--- src/lfu_pkg.sv ---
`timescale 1ns / 1ps
// ----------------------------------------------------------------------------
// lfu_pkg
// shared constants and types of the lfu cache with lru tie-break
// ----------------------------------------------------------------------------
package lfu_pkg;

  localparam int MAX_ENTRIES = 16;
  localparam int COUNT_BITS  = 16;
  localparam int IDX_W       = (MAX_ENTRIES > 1) ? $clog2(MAX_ENTRIES) : 1;
  localparam int USED_W      = $clog2(MAX_ENTRIES + 1);
  localparam int KEY_W       = 32;
  localparam int VAL_W       = 32;
  localparam int STAMP_W     = 48;
  localparam int CAP_W       = 5;

  localparam logic [CAP_W-1:0]      CAP_RESET = CAP_W'(16);
  localparam logic [COUNT_BITS-1:0] COUNT_MAX = '1;
  localparam logic [COUNT_BITS-1:0] COUNT_ONE = COUNT_BITS'(1);

  localparam logic OP_GET = 1'b0;
  localparam logic OP_PUT = 1'b1;

  typedef struct packed {
    logic                  valid;
    logic [KEY_W-1:0]      key;
    logic [VAL_W-1:0]      value;
    logic [COUNT_BITS-1:0] count;
    logic [STAMP_W-1:0]    stamp;
  } lfu_entry_t;

  typedef struct packed {
    logic                  en;
    logic [IDX_W-1:0]      idx;
    logic [KEY_W-1:0]      key;
    logic [VAL_W-1:0]      value;
    logic [COUNT_BITS-1:0] count;
    logic [STAMP_W-1:0]    stamp;
  } lfu_wr_t;

  typedef struct packed {
    logic                  found_v;
    logic [IDX_W-1:0]      found_idx;
    logic [VAL_W-1:0]      found_value;
    logic [COUNT_BITS-1:0] found_count;
    logic                  free_v;
    logic [IDX_W-1:0]      free_idx;
    logic                  victim_v;
    logic [IDX_W-1:0]      victim_idx;
    logic [COUNT_BITS-1:0] victim_count;
    logic [STAMP_W-1:0]    victim_stamp;
    logic [USED_W-1:0]     used;
  } lfu_scan_t;

endpackage

--- src/lfu_slot_store.sv ---
`timescale 1ns / 1ps
// ----------------------------------------------------------------------------
// lfu_slot_store
// slot storage: valid flags, keys, values, use counts and touch stamps
// ----------------------------------------------------------------------------
module lfu_slot_store import lfu_pkg::*; (
  input  logic             clk_i,
  input  logic             rst_ni,
  input  logic [IDX_W-1:0] rd_idx_i,
  output lfu_entry_t       rd_entry_o,
  input  lfu_wr_t          wr_i
);

  logic [MAX_ENTRIES-1:0]  valid_q;
  logic [KEY_W-1:0]        key_q   [MAX_ENTRIES];
  logic [VAL_W-1:0]        value_q [MAX_ENTRIES];
  logic [COUNT_BITS-1:0]   count_q [MAX_ENTRIES];
  logic [STAMP_W-1:0]      stamp_q [MAX_ENTRIES];

  always_ff @(posedge clk_i or negedge rst_ni) begin
    if (!rst_ni) begin
      valid_q <= '0;
    end else if (wr_i.en) begin
      valid_q[wr_i.idx] <= 1'b1;
    end
  end

  always_ff @(posedge clk_i) begin
    if (wr_i.en) begin
      key_q[wr_i.idx]   <= wr_i.key;
      value_q[wr_i.idx] <= wr_i.value;
      count_q[wr_i.idx] <= wr_i.count;
      stamp_q[wr_i.idx] <= wr_i.stamp;
    end
  end

  always_comb begin
    rd_entry_o.valid = valid_q[rd_idx_i];
    rd_entry_o.key   = key_q[rd_idx_i];
    rd_entry_o.value = value_q[rd_idx_i];
    rd_entry_o.count = count_q[rd_idx_i];
    rd_entry_o.stamp = stamp_q[rd_idx_i];
  end

endmodule

--- src/lfu_scan_unit.sv ---
`timescale 1ns / 1ps
// ----------------------------------------------------------------------------
// lfu_scan_unit
// shared compare unit: one slot per stepped cycle for key match, free slot and victim
// ----------------------------------------------------------------------------
module lfu_scan_unit import lfu_pkg::*; (
  input  logic             clk_i,
  input  logic             rst_ni,
  input  logic             clear_i,
  input  logic             step_i,
  input  logic [IDX_W-1:0] idx_i,
  input  lfu_entry_t       entry_i,
  input  logic [KEY_W-1:0] key_i,
  output lfu_scan_t        scan_o
);

  lfu_scan_t scan_q, scan_d;
  logic      key_match;
  logic      less_used;

  always_comb begin
    key_match = entry_i.valid && (entry_i.key == key_i);
    less_used = !scan_q.victim_v
             || (entry_i.count < scan_q.victim_count)
             || ((entry_i.count == scan_q.victim_count)
                 && (entry_i.stamp < scan_q.victim_stamp));
    scan_d = scan_q;
    if (clear_i) begin
      scan_d = '0;
    end else if (step_i) begin
      if (entry_i.valid) begin
        scan_d.used = scan_q.used + USED_W'(1);
        if (key_match && !scan_q.found_v) begin
          scan_d.found_v     = 1'b1;
          scan_d.found_idx   = idx_i;
          scan_d.found_value = entry_i.value;
          scan_d.found_count = entry_i.count;
        end
        if (less_used) begin
          scan_d.victim_v     = 1'b1;
          scan_d.victim_idx   = idx_i;
          scan_d.victim_count = entry_i.count;
          scan_d.victim_stamp = entry_i.stamp;
        end
      end else if (!scan_q.free_v) begin
        scan_d.free_v   = 1'b1;
        scan_d.free_idx = idx_i;
      end
    end
  end

  always_ff @(posedge clk_i or negedge rst_ni) begin
    if (!rst_ni) begin
      scan_q <= '0;
    end else begin
      scan_q <= scan_d;
    end
  end

  assign scan_o = scan_q;

endmodule

--- src/lfu_cache_lru_tiebreak_core.sv ---
`timescale 1ns / 1ps
// ----------------------------------------------------------------------------
// lfu_cache_lru_tiebreak_core
// key-value cache, least-frequently-used replacement, oldest entry on ties
// ----------------------------------------------------------------------------
// usage
//   a request (op_i, lookup_key_i, store_value_i) transfers at a rising edge
//   with start high and busy low. busy then stays high through the scan
//   state, which steps the shared compare unit over every slot in turn,
//   and the update state, which writes the chosen slot. the result (hit_o,
//   read_value_o, evicted_o) shows for exactly one cycle with result_valid_o,
//   registered from the update state; busy is already low then, so a new
//   request may transfer in that same cycle. the scan always covers all
//   slots, whatever the capacity. the receiver cannot stall; results are
//   never held back. capacity is written over cfg_valid_i / cfg_data_i,
//   always ready; the user writes it only while no request is in flight,
//   which the block itself does not enforce.
//   reset empties every slot, clears the touch clock and sets capacity to 16.
// ----------------------------------------------------------------------------
module lfu_cache_lru_tiebreak_core import lfu_pkg::*; (
  input  logic             clk_i,
  input  logic             rst_ni,
  input  logic             start,
  output logic             busy,
  input  logic             op_i,
  input  logic [KEY_W-1:0] lookup_key_i,
  input  logic [VAL_W-1:0] store_value_i,
  output logic             result_valid_o,
  output logic             hit_o,
  output logic [VAL_W-1:0] read_value_o,
  output logic             evicted_o,
  input  logic             cfg_valid_i,
  output logic             cfg_ready_o,
  input  logic [CAP_W-1:0] cfg_data_i
);

  typedef enum logic [1:0] {
    ST_IDLE,
    ST_SCAN,
    ST_UPDATE
  } state_e;

  state_e               state_q;
  logic [IDX_W-1:0]     idx_q;
  logic                 op_q;
  logic [KEY_W-1:0]     key_q;
  logic [VAL_W-1:0]     val_q;
  logic [CAP_W-1:0]     capacity_q;
  logic [STAMP_W-1:0]   touch_clock_q;
  logic                 result_valid_q;
  logic                 hit_q;
  logic [VAL_W-1:0]     read_value_q;
  logic                 evicted_q;

  logic                 accept;
  logic                 full;
  logic                 evict_d;
  logic [VAL_W-1:0]     read_value_d;
  logic [COUNT_BITS-1:0] bumped_count;
  lfu_entry_t           entry;
  lfu_wr_t              wr;
  lfu_scan_t            scan;

  assign busy        = (state_q != ST_IDLE);
  assign accept      = start && !busy;
  assign cfg_ready_o = 1'b1;

  lfu_slot_store u_store (
    .clk_i      (clk_i),
    .rst_ni     (rst_ni),
    .rd_idx_i   (idx_q),
    .rd_entry_o (entry),
    .wr_i       (wr)
  );

  lfu_scan_unit u_scan (
    .clk_i   (clk_i),
    .rst_ni  (rst_ni),
    .clear_i (accept),
    .step_i  (state_q == ST_SCAN),
    .idx_i   (idx_q),
    .entry_i (entry),
    .key_i   (key_q),
    .scan_o  (scan)
  );

  always_comb begin
    full = (32'(scan.used) >= 32'(capacity_q)) || !scan.free_v;
    bumped_count = (scan.found_count == COUNT_MAX) ? scan.found_count
                                                   : scan.found_count + COUNT_ONE;
    wr       = '0;
    wr.key   = key_q;
    wr.value = val_q;
    wr.stamp = touch_clock_q;
    wr.count = COUNT_ONE;
    wr.idx   = scan.free_idx;
    evict_d  = 1'b0;
    if (state_q == ST_UPDATE) begin
      if (scan.found_v && ((op_q == OP_GET) || (capacity_q != '0))) begin
        wr.en    = 1'b1;
        wr.idx   = scan.found_idx;
        wr.count = bumped_count;
        if (op_q == OP_GET) begin
          wr.value = scan.found_value;
        end
      end else if ((op_q == OP_PUT) && (capacity_q != '0) && !scan.found_v) begin
        if (!full) begin
          wr.en = 1'b1;
        end else if (scan.victim_v) begin
          wr.en   = 1'b1;
          wr.idx  = scan.victim_idx;
          evict_d = 1'b1;
        end
      end
    end
    if (op_q == OP_GET) begin
      read_value_d = scan.found_v ? scan.found_value : '1;
    end else begin
      read_value_d = '0;
    end
  end

  always_ff @(posedge clk_i or negedge rst_ni) begin
    if (!rst_ni) begin
      state_q        <= ST_IDLE;
      idx_q          <= '0;
      op_q           <= OP_GET;
      key_q          <= '0;
      val_q          <= '0;
      capacity_q     <= CAP_RESET;
      touch_clock_q  <= '0;
      result_valid_q <= 1'b0;
      hit_q          <= 1'b0;
      read_value_q   <= '0;
      evicted_q      <= 1'b0;
    end else begin
      result_valid_q <= 1'b0;
      if (cfg_valid_i && cfg_ready_o) begin
        capacity_q <= cfg_data_i;
      end
      if (wr.en) begin
        touch_clock_q <= touch_clock_q + STAMP_W'(1);
      end
      unique case (state_q)
        ST_IDLE: begin
          if (accept) begin
            op_q    <= op_i;
            key_q   <= lookup_key_i;
            val_q   <= store_value_i;
            idx_q   <= '0;
            state_q <= ST_SCAN;
          end
        end
        ST_SCAN: begin
          idx_q <= idx_q + IDX_W'(1);
          if (idx_q == IDX_W'(MAX_ENTRIES - 1)) begin
            state_q <= ST_UPDATE;
          end
        end
        ST_UPDATE: begin
          result_valid_q <= 1'b1;
          hit_q          <= scan.found_v;
          read_value_q   <= read_value_d;
          evicted_q      <= evict_d;
          idx_q          <= '0;
          state_q        <= ST_IDLE;
        end
        default: begin
          state_q <= ST_IDLE;
        end
      endcase
    end
  end

  assign result_valid_o = result_valid_q;
  assign hit_o          = hit_q;
  assign read_value_o   = read_value_q;
  assign evicted_o      = evicted_q;

  // result appears only after the update cycle
  assert property (@(posedge clk_i) disable iff (!rst_ni)
    result_valid_o |-> $past(state_q == ST_UPDATE))
    else $error("result without update cycle");

  // an eviction never reports a hit
  assert property (@(posedge clk_i) disable iff (!rst_ni)
    (result_valid_o && evicted_o) |-> !hit_o)
    else $error("eviction on a hit");

  // a transfer starts the scan
  assert property (@(posedge clk_i) disable iff (!rst_ni)
    accept |=> (state_q == ST_SCAN) && (idx_q == '0))
    else $error("scan not started");

  // touch clock steps by one per slot write
  assert property (@(posedge clk_i) disable iff (!rst_ni)
    wr.en |=> (touch_clock_q == $past(touch_clock_q) + STAMP_W'(1)))
    else $error("touch clock step wrong");

endmodule
--- config.mk ---
export PLATFORM = sky130hd
export DESIGN_NAME = lfu_cache_lru_tiebreak_core
export DESIGN_NICKNAME = d
export VERILOG_FILES = /design/src/lfu_pkg.sv /design/src/lfu_slot_store.sv /design/src/lfu_scan_unit.sv /design/src/lfu_cache_lru_tiebreak_core.sv
export SDC_FILE = /design/constraint.sdc
export NUM_CORES = 2
export LEC_CHECK = 0
export BUFFER_PORTS_ARGS = -buffer_cell sky130_fd_sc_hd__buf_4
export CORE_AREA = 2 2 555 281
export DETAILED_ROUTE_END_ITERATION = 12
export DIE_AREA = 0 0 557 283
export PLACE_DENSITY = 0.75
export SYNTH_ARGS = -nofsm -noshare
export SYNTH_HDL_FRONTEND = slang
export SYNTH_HIERARCHICAL = 1
export SYNTH_SLANG_ARGS = --single-unit
--- constraint.sdc ---
create_clock -name clk_i -period 21 [get_ports clk_i]
set_input_delay 3.15 -clock clk_i [delete_from_list [all_inputs] [get_ports clk_i]]
set_output_delay 3.15 -clock clk_i [all_outputs]
set_load 0.005 [all_outputs]
==> flow_summary.ini <==
[status]
status = completed

[sta]
max_freq_mhz = 125
rsz0062_at_grt = false
max_slew_margin_pct = 7.06
finalCritPeriodShare_pct = 38.0
hold_viol = 0
setup-violations-final = 0
worst_pin_slew_ns = 1.39
skew_ns = 0.0364
fin_crit_ns = 7.98
drv_slew = 0
finalSetupTns_ns = 0

[routing]
first_pass_iters = 6
postRouteAntennaNets = 0
wl_per_cell_um = 31.6
drc = 0
dr.first_iter.drc_count = 6927
drt-vias-per-instance = 6.75
num_vias = 47600
drt_wl_total_um = 223000

[critical_path]
endpoint_kind = flip-flop
critical-path-slowest-cell = dfrtp_4
reg2reg_from = idx_q[0]$_DFFE_PN0P_
r2r-end = u_scan/scan_o[45]$_DFFE_PN0P_
r2r_cells = 16
critPathKind = reg -> reg
cp.arrival_ns = 8.73
worstPathCellList = buf_12 -> buf_12 -> buf_4 -> mux2i_1 -> a22oi_1 -> o211ai_1 -> nand2_1 -> ha_1 -> nand4_1 -> nor4_1 -> nor3b_2 -> o2111ai_1 -> a311o_1 -> a211oi_4 -> buf_4 -> a22o_1
startpoint_type = flip-flop
cp_max_fo = 125
endpoint = u_scan/scan_o[45]$_DFFE_PN0P_
slowest_delay_ns = 1.08
cpLargestDelayFamily = buffers and inverters
worst-path-buf-inv = 4
required_ns = 21.74
r2r_slack_ns = 13.02
path_depth = 16
cp-startpoint = idx_q[0]$_DFFE_PN0P_

[yosys]
synthMuxAreaShare_pct = 14.7
synth_compound_area_share_pct = 3.84
yosysMostFrequentCell = edfxtp_1
synth_top_family_by_area = multiplexers
ys_async_sr_fraction_pct = 13.0
synth_area_um2 = 92700
synth-main-ff-cell = edfxtp_1
synth_seq_cells = 2355
synth_cell_type_count = 66
synth_top_area_cell = edfxtp_1
synth_top_cells_by_area = edfxtp_1 66%, mux4_2 9.3%, dfrtp_1 8.3%, mux4_1 2.6%, a22oi_1 1.8%
syn_nets = 4795
synthAdderAreaFrac_pct = 0.972
ys_warn_count = 6
syn-mean-instance-area_um2 = 19.9
synth_top_area_share_pct = 66.4
ys_top_cells_by_count = 2048 x edfxtp_1, 384 x mux4_2, 306 x dfrtp_1
synth_edf_count = 2048
synth_xor_area_share_pct = 0.869
ys_seq_area_share_pct = 74.6
yosys.area_share.simple_pct = 3.02
syn_inst = 4649

[layout]
drive_gt1_share_pct = 21.0
n_fill_cell = 9597
area_growth_pct = 10.2
finalInstanceArea_um2 = 102000
nets = 4950

[flow_run]
drv_cap = 0

[grt]
antenna_found_initial = 8
track_usage_pct = 28.5
grt_pass1_wl_um = 325000
grt_overflow = 0
grt_pass1_vias = 47300
grt_max_degree = 161

[floorplanning]
core_um2 = 153000
dieArea_um2 = 158000
die_x_um = 557
initial_core_util_pct = 60.5
rows = 102
fp.dieH_um = 283
ios = 111

[cts]
clkTransAtPathRegs_ns = 0.07
cts_root_buf = clkbuf_16
cts_tree = yes
post_cts_buffers = 0
cts.htree.levels = 4
clk_path_buf_depth = 4
cts-buffers-inserted = 195
clkSinkCount = 2355
clkLatencyLatePin_ns = 0.84
cts_resized = 0
cts_hold_buf = 0

[place]
hpwl_um = 116000
place_area_um2 = 95800
place.gp.congestion = 0.850
portBuffers = 109

[power_and_ir_drop]
leakagePower_nw = 36.6
peakVddDrop_v = 0.000108
p_per_area_nw_per_um2 = 120

[hold_path]
hp-class = reg -> reg
[cell usage in the layout, fill, tap and decap left out, types with 10 or more instances in the layout]
cell type | Yosys | routed
inv_1 | 89 | 89
o21ai_0 | 22 | 22
buf_12 | 1 | 11
xor2_1 | 62 | 62
clkbuf_16 | 0 | 201
nor3_1 | 33 | 28
o22ai_1 | 19 | 19
nor2_4 | 0 | 16
mux4_1 | 92 | 92
mux2_2 | 98 | 98
mux4_2 | 384 | 384
a221oi_1 | 10 | 10
nor2b_1 | 47 | 42
a211oi_1 | 18 | 18
a22o_1 | 68 | 68
clkinv_1 | 0 | 26
nor2_1 | 122 | 103
clkbuf_1 | 102 | 47
nand2_1 | 208 | 208
dfrtp_1 | 306 | 302
and3_1 | 16 | 16
clkbuf_8 | 0 | 12
a21oi_1 | 62 | 62
o211ai_1 | 19 | 19
xnor2_1 | 30 | 30
or2_2 | 18 | 18
nor4_1 | 20 | 19
bufinv_16 | 0 | 20
a22oi_1 | 223 | 223
clkinv_2 | 0 | 39
edfxtp_1 | 2048 | 2048
ha_1 | 72 | 72
nand3_1 | 26 | 26
nand4_1 | 38 | 38
buf_4 | 28 | 196
mux2i_1 | 149 | 149
o31ai_1 | 32 | 32
[kinds of logic after synthesis]
group | after synthesis
AND/OR/NAND/NOR | 576
AO/OA/AOI/OAI | 489
other | 1
flip-flops | 2355
multiplexers | 723
adder cells (fa/ha/maj) | 72
XOR/XNOR | 92
buffers and inverters | 341
[layout make-up]
| class | count | area [µm²] | share of cell area, % |
|---|---|---|---|
| Timing Repair Buffer | 208 | 1710 | 1.67 |
| Clock buffer | 260 | 5370 | 5.26 |
| Sequential cell | 2355 | 69200 | 67.7 |
| Tap cell | 2080 | 2600 | 2.55 |
| Antenna cell | 3 | 7.51 | 0.00735 |
| Multi-Input combinational cell | 1953 | 22000 | 21.5 |
| Inverter | 91 | 342 | 0.334 |
| Clock inverter | 95 | 982 | 0.961 |
[per-stage QoR]
step	util, %	total power, mW	worst slack, ns	std cells	hold slack (ns)
after floorplan	-	7.81	9.13	4649	0.434
after global placement	62.5	8.63	13.04	6687	0.448
after detailed placement	62.5	8.69	12.96	6687	0.449
after CTS	66.6	12.3	12.93	7042	0.468
after global routing	66.7	12.8	12.35	7045	0.487
final	66.7	12.3	13.02	7045	0.470
[registers in the layout, indices dropped and copies added (netlist names), 2 cells and up]
| signal | flops |
|---|---|
| key_q | 32 |
| read_value_o | 32 |
| u_scan/scan_o | 132 |
| u_store/stamp_q | 768 |
| u_store/key_q | 512 |
| state_q | 2 |
| u_store/count_q | 256 |
| u_store/valid_q | 16 |
| touch_clock_q | 48 |
| u_store/value_q | 512 |
| capacity_q | 5 |
| idx_q | 4 |
| val_q | 32 |
[layer usage]
layer / up-vias / global-route usage, % / part of all wire (%) / routed length [µm]
met5: - / 0 / 0.0090 / 20
met4: 4 / 6.68 / 2.3 / 5060
met3: 321 / 8.88 / 13 / 29600
met2: 3036 / 39.9 / 43 / 96800
met1: 24900 / 44.3 / 41 / 91200
li1: 19300 / - / - / -
[report_power, final]
part           total (mW)  switching, mW  internal, mW
logic                2.85           1.73          1.12
registers            5.76          0.286          5.48
clock network        3.68           1.63          2.05
[how the worst min path moves through the flow]
stage	to	startpoint	cells after the start	slack, ns
finish	u_store/valid_q[5]$_DFFE_PN0P_	u_store/valid_q[5]$_DFFE_PN0P_	1	0.47
global route	u_store/valid_q[5]$_DFFE_PN0P_	u_store/valid_q[5]$_DFFE_PN0P_	1	0.49
CTS	u_store/valid_q[15]$_DFFE_PN0P_	u_store/valid_q[15]$_DFFE_PN0P_	1	0.47
detailed placement	u_store/valid_q[10]$_DFFE_PN0P_	u_store/valid_q[10]$_DFFE_PN0P_	1	0.45
global placement	u_store/valid_q[12]$_DFFE_PN0P_	u_store/valid_q[12]$_DFFE_PN0P_	1	0.45
floorplan	u_store/valid_q[12]$_DFFE_PN0P_	u_store/valid_q[12]$_DFFE_PN0P_	1	0.43
Note: power is estimated with default switching activity, not from simulation.
